### config.mk
export PLATFORM = sky130hd
export DESIGN_NAME = npcm_dist_unit
export DESIGN_NICKNAME = d
export VERILOG_FILES = /design/src/design/npcm_pkg.sv /design/src/design/npcm_dist_unit.sv
export SDC_FILE = /design/constraint.sdc
export NUM_CORES = 1
export LEC_CHECK = 0
export ABC_AREA = 1
export BUFFER_PORTS_ARGS = -buffer_cell sky130_fd_sc_hd__buf_4
export CORE_MARGIN = 2
export CORE_UTILIZATION = 40
export CTS_BUF_LIST = sky130_fd_sc_hd__clkbuf_4 sky130_fd_sc_hd__clkbuf_8
export CTS_CLUSTER_DIAMETER = 60
export DETAILED_ROUTE_END_ITERATION = 10
export PLACE_DENSITY = 0.54
export SLEW_MARGIN = 20
export SYNTH_ARGS = -nofsm -noshare
export SYNTH_HDL_FRONTEND = slang
export SYNTH_SLANG_ARGS = --single-unit
### constraint.sdc
create_clock -name clk -period 16.95 [get_ports clk]
set_clock_uncertainty 0.15 [all_clocks]
set_input_delay 1.695 -clock clk [delete_from_list [all_inputs] [get_ports clk]]
set_output_delay 1.695 -clock clk [all_outputs]
set_load 0.05 [all_outputs]
### src/design/npcm_pkg.sv
// shared types and constants for the nearest palette color match block
package npcm_pkg;

  localparam int COLOR_W = 8;
  localparam int INDEX_W = 8;
  localparam int COUNT_W = 9;
  localparam int SQ_W    = 16;
  localparam int DIST_W  = 18;

  localparam logic               OP_WRITE    = 1'b0;
  localparam logic               OP_QUERY    = 1'b1;
  localparam logic [COUNT_W-1:0] COUNT_RESET = 9'd256;
  localparam logic [DIST_W-1:0]  DIST_INIT   = 18'h3FFFF;
  localparam logic [DIST_W-1:0]  DIST_MAX    = 18'd195075;

  typedef struct packed {
    logic [COLOR_W-1:0] red;
    logic [COLOR_W-1:0] green;
    logic [COLOR_W-1:0] blue;
  } rgb_t;

  // tag that rides along with each palette read through the pipeline
  typedef struct packed {
    logic               valid;
    logic               last;
    logic [INDEX_W-1:0] idx;
  } tag_t;

  typedef enum logic [1:0] {
    ST_IDLE,
    ST_SCAN,
    ST_DRAIN,
    ST_PUSH
  } state_t;

endpackage

### src/design/npcm_dist_unit.sv
// two stage squared rgb distance: squares, then sum
module npcm_dist_unit (
  input  logic                          clk,
  input  logic                          rst_n,
  input  npcm_pkg::rgb_t                query,
  input  npcm_pkg::rgb_t                entry,
  input  npcm_pkg::tag_t                tag_in,
  output logic [npcm_pkg::DIST_W-1:0]   dist_sq,
  output npcm_pkg::tag_t                tag_out
);

  logic signed [npcm_pkg::COLOR_W:0]     diff_red, diff_green, diff_blue;
  logic signed [2*npcm_pkg::COLOR_W+1:0] prod_red, prod_green, prod_blue;
  logic [npcm_pkg::SQ_W-1:0]             sq_red_r, sq_green_r, sq_blue_r;
  npcm_pkg::tag_t                        tag_a_r, tag_b_r;
  logic [npcm_pkg::DIST_W-1:0]           dist_r;

  // differences are signed, one bit wider than a component
  assign diff_red   = $signed({1'b0, query.red})   - $signed({1'b0, entry.red});
  assign diff_green = $signed({1'b0, query.green}) - $signed({1'b0, entry.green});
  assign diff_blue  = $signed({1'b0, query.blue})  - $signed({1'b0, entry.blue});
  assign prod_red   = diff_red * diff_red;
  assign prod_green = diff_green * diff_green;
  assign prod_blue  = diff_blue * diff_blue;

  always_ff @(posedge clk) begin
    sq_red_r   <= prod_red[npcm_pkg::SQ_W-1:0];
    sq_green_r <= prod_green[npcm_pkg::SQ_W-1:0];
    sq_blue_r  <= prod_blue[npcm_pkg::SQ_W-1:0];
    dist_r     <= npcm_pkg::DIST_W'(sq_red_r) + npcm_pkg::DIST_W'(sq_green_r)
                + npcm_pkg::DIST_W'(sq_blue_r);
  end

  always_ff @(posedge clk) begin
    if (!rst_n) begin
      tag_a_r <= '0;
      tag_b_r <= '0;
    end else begin
      tag_a_r <= tag_in;
      tag_b_r <= tag_a_r;
    end
  end

  assign dist_sq = dist_r;
  assign tag_out = tag_b_r;

endmodule

==> summary.txt, run 1 <==
Die
  – Die width: 171 um
  – Core Area: 27,600 um^2
  – Die area: 29,200 um^2
  – Initial Util: 40.4%
  – Num ports: 88
  – Die Span Y: 171 um
  – # rows: 61

Clocking
  – Post-CTS Setup Bufs: 0
  – Clock insertion delay at the later pin of the skew report: 0.34 ns
  – Hold-fix buffers at CTS: 0
  – CTS max path bufs: 2
  – Clock buffer count from CTS: 9
  – CTS sink count: 83
  – CTS tree: done
  – Root Driver: clkbuf_8
  – Post-CTS resize count: 0
  – Clock transition at the registers of the reported paths: 0.07 ns
  – Max H-tree Level: 3

Synthesis
  – Synth area leaders: fa_1 30%, ha_1 17%, dfxtp_1 15%
  – Synthesized instance count: 1,344
  – Synthesized area: ~11,000 um^2
  – Syn_area_per_cell: 8.30 um^2
  – Mux cell area share after synthesis: 0%
  – Post-Synth Adder-Cell Area: 46.2%
  – Yosys top cell area share: 29.6%
  – Largest area contributor in the netlist: fa_1
  – Xor/xnor share of the synthesized area: 5.34%
  – Simple-gate share of the synthesized area: 16.4%
  – Synth Register Bits: 83
  – Async SR Flop Fraction: 0%
  – Largest family of logic cells by synthesized area: adder cells
  – Ys Warns: 0
  – Number of synthesized flops with an enable pin: 0
  – Post-synth top flop: dfxtp_1
  – Post-synth cell types: 38
  – Synth Area in Compound Gates: 5.35%
  – Sequential element share of the synthesized area: 14.9%

Finish
  – Area of the multi-input gates: just over 8000 um^2
  – Layout Nets: about 1,800
  – Commonest non-fill, non-tap cell in the layout: inv_1
  – Share of cells above drive strength 1: under 10%
  – Most frequent cells in the layout: 335 x inv_1, 224 x nand2_1, 165 x fa_1
  – Syn-to-layout area delta: 12.0%
  – Register area: 1660 um^2
  – Fill count: around 2,800
  – Diode count: 0

Global routing
  – Grt ovf: 0
  – Number of global-route vias before repair: 8,368
  – GR Layer Usage met3: 1.87%
  – Met2 usage in global routing: about 27%
  – Initial antenna violation count: 0
  – GRT Resource Usage Total: around 16%
  – First-pass GRT wire length: 38.5 mm
  – Met1 Resource Use GR: 23.2%
  – Most Crowded Layer GR: met2
  – Pin count of the biggest net entering global routing: 21

Setup path
  – Crit path max fanout: 8
  – CP Capture Type: flip-flop
  – CP required: 17.07 ns
  – Worst path arrival time: 7.50 ns
  – Crit-path slowest cell: xor2_1
  – Worst Path Class, Setup: in2reg
  – Most used cell, CP: fa_1
  – Buf/Inv on CP: 6
  – Cell family with most CP delay: adder cells
  – Crit-path cells: buf_4 -> inv_1 -> ha_1 -> inv_1 -> fa_1 -> xor2_1 -> inv_1 -> nor2_1 -> fa_1 -> fa_1 -> inv_1 -> fa_1 -> fa_1 -> fa_1 -> inv_1 -> ha_1 -> a21oi_1 -> nor2_1 -> nor4_1 -> nor2_1 -> nor2_1 -> xnor2_1
  – Type of origin of the critical path: input port
  – Critical Path Max Stage Delay: 0.65 ns

Outcome
  – Status: finished, final reports clean

Detailed routing
  – Vias: 8,215
  – Via density: 4.52
  – 1st-iter DRT viols: ~380
  – Remaining DRCs: 0
  – Routed WL: 21.7 mm
  – WL/cell: roughly 12 um
  – Final ANT Viol Nets: 0
  – DRT Pass-1 Iters: 5

Timing
  – Crit share post-route: 43.5%
  – Fin Setup TNS: 0 ns
  – Final-report setup violation count: 0
  – RSZ-0062 raised after global routing: no
  – Hold Vio Cnt, Final: 0
  – WHS: 0.263 ns
  – Fmax: 135 MHz
  – Slew HR: 47.7%
  – Worst Max-Slew Pin Slew: 0.781 ns
  – Post-layout min period: 7.38 ns
  – Final Slew Violations: 0

Job
  – Max-cap violations: 0

Placed design
  – GP Congestion: roughly 0.85
  – Detailed Place HPWL: 19.5 mm
  – Number of port buffers: 87

Hold path
  – Hold Crit Class: reg2reg
final timing paths:
| check | startpoint | endpoint | slack (ns) | cells past startpoint |
|---|---|---|---|---|
| worst max-delay path | query[16] | sq_red_r[13] | 9.57 | 22 |
| worst min-delay path | tag_a_r[1] | tag_out[1] | 0.26 | 2 |
| worst max register to register | sq_blue_r[4] | dist_sq[13] | 14.52 | 9 |
| worst min register to register | tag_a_r[1] | tag_out[1] | 0.26 | 2 |
routing by layer:
metal  up-vias  wire length, um
met2       133             9990
met1      3832            10900
met5         -                0
li1       4244                -
met4         0               91
met3         6              723
cell type report:
type / count / share of cell area (%)
multi-input combinational: 914 / 65.5
sequential: 83 / 13.3
inverter: 341 / 10.3
timing repair buffer: 87 / 5.23
tap: 378 / 3.79
clock buffer: 13 / 1.33
clock inverter: 3 / 0.551
synth_stat cells, drive strengths merged (2+ instances only):
cell and number:
a21o 8, a21oi 50, a221oi 2, a31o 4, a31oi 7, clkbuf 7, clkinv 2, dfxtp 83
fa 165, ha 148, inv 339, nand2 236, nand3 44, nand3b 6, nand4 12, nor2 118
nor3 6, o21a 6, o21ai 16, o21bai 3, o31ai 3, or2 6, xnor2 31, xor2 37
per-stage QoR:
stage	setup WS (ns)	instances	area, um^2	utilization (%)
final	9.57	1819	12500	45.2
after global routing	9.20	1819	12500	45.2
after CTS	9.59	1819	12500	45.2
after detailed placement	9.23	1803	12200	44.3
after global placement	9.34	1803	12200	44.3
after floorplan	9.88	1346	11200	-
flip-flops by register name, indices dropped and copies added, names as in the netlist:
signal,flops
tag_a_r,10
dist_sq,18
tag_out,10
sq_blue_r,15
sq_red_r,15
sq_green_r,15
kinds of logic (layout without fill, tap and decap cells):
| group | Yosys count | in the layout |
|---|---|---|
| xor+xnor | 68 | 68 |
| simple gates | 429 | 429 |
| compound gates | 101 | 101 |
| flops | 83 | 83 |
| buf+inv | 349 | 444 |
| fa+ha+maj | 313 | 313 |
| other cells | 1 | 3 |
worst register-to-register path: cells and delay by family (launching register included):
kind	cells	cell delay, ns
adder cells (fa/ha/maj)	2	0.79
AO/OA/AOI/OAI	3	0.48
flip-flops	1	0.40
AND/OR/NAND/NOR	3	0.36
XOR/XNOR	1	0.15
Power of run 1 is left out: the tool's default activity adds up to more than one toggle a clock period on the data nets, which glitch-free logic cannot reach.
==> inputs of run 2 (changes only) <==
--- a/config.mk
+++ b/config.mk
@@ -12,7 +12,7 @@
 export CTS_BUF_LIST = sky130_fd_sc_hd__clkbuf_4 sky130_fd_sc_hd__clkbuf_8
 export CTS_CLUSTER_DIAMETER = 60
 export DETAILED_ROUTE_END_ITERATION = 10
-export PLACE_DENSITY = 0.54
+export PLACE_DENSITY = 0.56
 export SLEW_MARGIN = 20
 export SYNTH_ARGS = -nofsm -noshare
 export SYNTH_HDL_FRONTEND = slang
==> constraint.sdc (replaced) <==
create_clock -name clk -period 6.1 [get_ports clk]
set_clock_uncertainty 0.15 [all_clocks]
set_input_delay 0.61 -clock clk [delete_from_list [all_inputs] [get_ports clk]]
set_output_delay 0.61 -clock clk [all_outputs]
set_load 0.05 [all_outputs]
==> summary.txt, run 2 (same netlist as run 1, synthesis figures left out) <==
Die
  – Initial Util: 40.4% (unchanged)
  – Num ports: 88 (unchanged)
  – Die area: 29,200 um^2 (unchanged)
  – # rows: 61 (unchanged)
  – Core Area: 27,600 um^2 (unchanged)
  – Die width: 171 um (unchanged)
  – Die Span Y: 171 um (unchanged)

Detailed routing
  – Final ANT Viol Nets: 0 (unchanged)
  – 1st-iter DRT viols: 374 (was 382)
  – Via density: 4.50 (was 4.52)
  – Vias: 8,575 (was 8,215)
  – Remaining DRCs: 0 (unchanged)
  – Routed WL: 22.0 mm (was 21.7 mm)
  – WL/cell: 11.5 um (was 11.9 um)
  – DRT Pass-1 Iters: 4 (was 5)

Outcome
  – Status: finished, final reports clean (unchanged)

Hold path
  – Hold Crit Class: reg2reg (unchanged)

Setup path
  – CP required: 6.20 ns (was 17.07 ns)
  – Type of origin of the critical path: input port (unchanged)
  – Crit path max fanout: 4 (was 8)
  – CP Capture Type: flip-flop (unchanged)
  – R2R Setup Slk: 3.69 ns (was 14.52 ns)
  – Worst Path Class, Setup: in2reg (unchanged)
  – Worst path arrival time: 5.79 ns (was 7.50 ns)

Clocking
  – Root Driver: clkbuf_8 (unchanged)
  – Clock buffer count from CTS: 9 (unchanged)
  – CTS max path bufs: 2 (unchanged)
  – Clock transition at the registers of the reported paths: 0.08 ns (was 0.07 ns)
  – CTS sink count: 83 (unchanged)
  – Hold-fix buffers at CTS: 0 (unchanged)
  – Max H-tree Level: 3 (unchanged)
  – CTS tree: done (unchanged)
  – Clock insertion delay at the later pin of the skew report: 0.35 ns (was 0.34 ns)

Finish
  – Fin area: 13,200 um^2 (was 12,500 um^2)
  – Fill count: 2,776 (was 2,845)
  – Max FFs per register: 18 (unchanged)
  – Area of the multi-input gates: 8220 um^2 (was 8180 um^2)
  – Diode count: 0 (unchanged)
  – Commonest non-fill, non-tap cell in the layout: inv_1 (unchanged)
  – Most frequent cells in the layout: 335 x inv_1, 224 x nand2_1, 175 x buf_4 (was 335 x inv_1, 224 x nand2_1, 165 x fa_1)
  – Share of cells above drive strength 1: 15.2% (was 9.30%)
  – Layout Nets: 1,897 (was 1,809)
  – Register area: 1660 um^2 (unchanged)
  – Syn-to-layout area delta: 18.0% (was 12.0%)

Placed design
  – Area after DPL: 12,900 um^2 (was 12,200 um^2)
  – Detailed Place HPWL: 19.9 mm (was 19.5 mm)
  – GP Congestion: 0.863 (was 0.849)
  – Number of port buffers: 87 (unchanged)

Global routing
  – Pin count of the biggest net entering global routing: 21 (unchanged)
  – GRT Resource Usage Total: 16.4% (was 16.2%)
  – Grt ovf: 0 (unchanged)
  – Initial antenna violation count: 0 (unchanged)
  – First-pass GRT wire length: 39.1 mm (was 38.5 mm)
  – Number of global-route vias before repair: 8,670 (was 8,368)

Job
  – Max-cap violations: 0 (unchanged)

Timing
  – Crit share post-route: 93.3%
  – Fmax: 176 MHz
  – RSZ-0062 raised after global routing: no (unchanged)
  – Final Slew Violations: 0 (unchanged)
  – Final-report setup violation count: 0 (unchanged)
  – Post-layout min period: 5.69 ns
  – Hold Vio Cnt, Final: 0 (unchanged)
## run 2: cell types whose count changed in the layout (fill, tap and decap cells not counted), moves of 2 or more
cell / previous run / this run
a21oi_2: 0 / 3
o21ai_1: 0 / 2
nor2_2: 3 / 5
clkinv_2: 0 / 2
o21ai_0: 15 / 13
buf_4: 87 / 175
nor2_1: 113 / 111
a21oi_1: 50 / 47
## run 2: cell type report
| class | count | share of cell area [%] |
|---|---|---|
| clock inverters | 4 | 0.371 |
| repair buffers | 175 | 9.99 |
| well taps | 378 | 3.59 |
| multi-input cells | 914 | 62.5 |
| clock buffers | 12 | 1.21 |
| inverters | 341 | 9.73 |
| flip-flops and latches | 83 | 12.6 |
## run 2: worst paths after layout
kind / cells past startpoint / end / start
max: 27 / sq_blue_r[15] / query[0]
min: 2 / tag_out[6] / tag_a_r[6]
max reg2reg: 10 / dist_sq[12] / sq_blue_r[5]
min reg2reg: 2 / tag_out[6] / tag_a_r[6]
## run 2: stage by stage
step	cells	TNS, ns	util (%)	setup WS (ns)	hold slack, ns
2_1_floorplan	1346	0	-	0.115	0.240
3_3_place_gp	1890	0	46.7	0.0405	0.241
3_5_place_dp	1890	-0.120	46.7	-0.0844	0.250
4_1_cts	1906	0	47.5	0.279	0.269
5_1_grt	1907	0	47.6	0.0266	0.285
6_report	1907	0	47.6	0.408	0.266
## run 2: timing repair
item / 4_1_cts / 5_1_grt
setup endpoints to repair: 0 / 9
buffers inserted: 0 / 1
endpoints found under the hold margin: 0 / 0
gates resized for setup: 0 / 12
## run 2: critical path: stages
cell and delay, ns:
buf_4 0.08, inv_1 0.04, ha_1 0.20, fa_1 0.41
o21ai_2 0.19, nand2_1 0.09, nand3b_1 0.11, nand2_2 0.09
nor2_1 0.16, inv_1 0.08, fa_1 0.45, fa_1 0.51
inv_1 0.05, fa_1 0.46, fa_1 0.54, inv_1 0.05
fa_1 0.49, inv_1 0.04, ha_1 0.31, a21oi_1 0.20
o21ai_1 0.12, nand2_1 0.07, nand2_1 0.05, a31oi_1 0.21
inv_1 0.06, nand2_1 0.06, nand2_1 0.05
## run 2: layer usage
layer	track usage, %	wire, um	vias to the layer above
li1	-	-	4419
met3	1.62	717	15
met2	27.4	10100	114
met1	23.4	11000	4027
met4	2.62	189	0
met5	0	0	-
Power of run 2 is left out for the same reason.
==> inputs of run 3 (changes only) <==
--- a/config.mk
+++ b/config.mk
@@ -12,7 +12,6 @@
 export CTS_BUF_LIST = sky130_fd_sc_hd__clkbuf_4 sky130_fd_sc_hd__clkbuf_8
 export CTS_CLUSTER_DIAMETER = 60
 export DETAILED_ROUTE_END_ITERATION = 10
-export PLACE_DENSITY = 0.56
 export SLEW_MARGIN = 20
 export SYNTH_ARGS = -nofsm -noshare
 export SYNTH_HDL_FRONTEND = slang
==> summary.txt, run 3 (same netlist as run 1, synthesis figures left out) <==
Outcome
  – Status: finished, final reports clean (unchanged)

Global routing
  – Pin count of the biggest net entering global routing: 21 (unchanged)
  – Initial antenna violation count: 0 (unchanged)
  – Number of global-route vias before repair: 8,586 (was 8,670)
  – GRT Resource Usage Total: 16.1% (was 16.4%)
  – Grt ovf: 0 (unchanged)
  – First-pass GRT wire length: 38.8 mm (was 39.1 mm)

Die
  – Num ports: 88 (unchanged)
  – Initial Util: 40.4% (unchanged)
  – # rows: 61 (unchanged)
  – Die width: 171 um (unchanged)
  – Die Span Y: 171 um (unchanged)
  – Core Area: 27,600 um^2 (unchanged)
  – Die area: 29,200 um^2 (unchanged)

Clocking
  – Hold-fix buffers at CTS: 0 (unchanged)
  – Clock transition at the registers of the reported paths: 0.09 ns (was 0.08 ns)
  – CTS tree: done (unchanged)
  – Clock insertion delay at the later pin of the skew report: 0.36 ns (was 0.35 ns)
  – Root Driver: clkbuf_8 (unchanged)
  – Post-CTS resize count: 0 (unchanged)
  – CTS max path bufs: 2 (unchanged)
  – CTS sink count: 83 (unchanged)
  – Max H-tree Level: 3 (unchanged)
  – Clock buffer count from CTS: 9 (unchanged)
  – Post-CTS Setup Bufs: 0 (unchanged)

Detailed routing
  – Routed WL: 21.9 mm (was 22.0 mm)
  – 1st-iter DRT viols: 319 (was 374)
  – Vias: 8,501 (was 8,575)
  – WL/cell: 11.5 um (about the same)
  – Final ANT Viol Nets: 0 (unchanged)
  – Remaining DRCs: 0 (unchanged)
  – DRT Pass-1 Iters: 5 (was 4)
  – Via density: 4.47 (was 4.50)

Finish
  – Max FFs per register: 18 (unchanged)
  – Commonest non-fill, non-tap cell in the layout: inv_1 (unchanged)
  – Diode count: 0 (unchanged)
  – Most frequent cells in the layout: 335 x inv_1, 223 x nand2_1, 169 x buf_4 (was 335 x inv_1, 224 x nand2_1, 175 x buf_4)
  – Layout Nets: 1,891 (was 1,897)
  – Share of cells above drive strength 1: 15.0% (was 15.2%)
  – Syn-to-layout area delta: 17.6% (was 18.0%)
  – Post-layout util: 47.4% (was 47.6%)

Timing
  – Post-layout min period: 5.78 ns (was 5.69 ns)
  – Final Slew Violations: 0 (unchanged)
  – Final-report setup violation count: 0 (unchanged)
  – Fmax: 173 MHz (was 176 MHz)
  – Hold Vio Cnt, Final: 0 (unchanged)
  – Fin Setup TNS: 0 ns (unchanged)
  – Crit share post-route: 94.8% (was 93.3%)

Setup path
  – Crit-path slowest cell: fa_1 (unchanged)
  – Worst Reg-to-Reg Cells: 9 (was 10)
  – Crit path max fanout: 3 (was 4)
  – CP required: 6.24 ns (was 6.20 ns)
  – Most used cell, CP: fa_1
  – CP Capture Type: flip-flop (unchanged)
  – Worst path arrival time: 5.92 ns (was 5.79 ns)
  – Critical Path Max Stage Delay: 0.52 ns (was 0.54 ns)
  – Type of origin of the critical path: input port (unchanged)
  – Worst Path Class, Setup: in2reg (unchanged)

Placed design
  – Number of port buffers: 87 (unchanged)
  – Detailed Place HPWL: 19.8 mm (was 19.9 mm)
  – GP Congestion: 0.870 (was 0.863)

Hold path
  – WHS Path Cells: 2 (unchanged)
  – Hold Crit Class: reg2reg (unchanged)

Job
  – Max-cap violations: 0 (unchanged)
-- run 3: changes by cell type in the layout (fill, tap and decap cells not counted), sizes merged --
cell / change
clkbuf: -3
inv: +3
buf: -6
bufinv: -1
clkinvlp: +1
-- run 3: path summary, 6_finish.rpt --
kind / slack, ns / startpoint / to
max: 0.32 / query[16] / sq_red_r[13]
min: 0.27 / tag_a_r[6] / tag_out[6]
max reg2reg: 3.57 / sq_green_r[5] / dist_sq[16]
min reg2reg: 0.27 / tag_a_r[6] / tag_out[6]
-- run 3: through the flow --
stage	cells	instance area [um^2]	hold slack [ns]	setup slack [ns]
2_1_floorplan	1346	11200	0.240	0.115
3_3_place_gp	1885	12900	0.242	-0.0421
3_5_place_dp	1885	12900	0.250	-0.129
4_1_cts	1901	13000	0.260	0.249
5_1_grt	1901	13100	0.265	-0.00378
6_report	1901	13100	0.269	0.316
-- run 3: final cells by class --
class                   instances  area (um^2)
repair buffers                169         1270
multi-input cells             914         8240
flip-flops and latches         83         1660
inverters                     341         1280
fillers                      2731        14500
well taps                     378          473
clock inverters                 7         58.8
clock buffers                   9          124
-- run 3: critical path, delay by kind of cell --
| family | cells | cell delay [ns] |
|---|---|---|
| buffers and inverters | 6 | 0.44 |
| and+or+nand+nor | 9 | 1.13 |
| adders and majority gates | 8 | 3.24 |
| xor gates and xnor gates | 1 | 0.13 |
| AOI/OAI and AO/OA | 2 | 0.34 |
-- run 3: routing by layer --
layer,up-vias,GRT usage (%),part of all wire (%)
met5,-,0,0
met4,0,1.84,0.46
met3,10,2.11,3.8
met2,120,27.6,47
met1,3962,22.5,49
li1,4409,-,-
Power of run 3 is left out for the same reason.
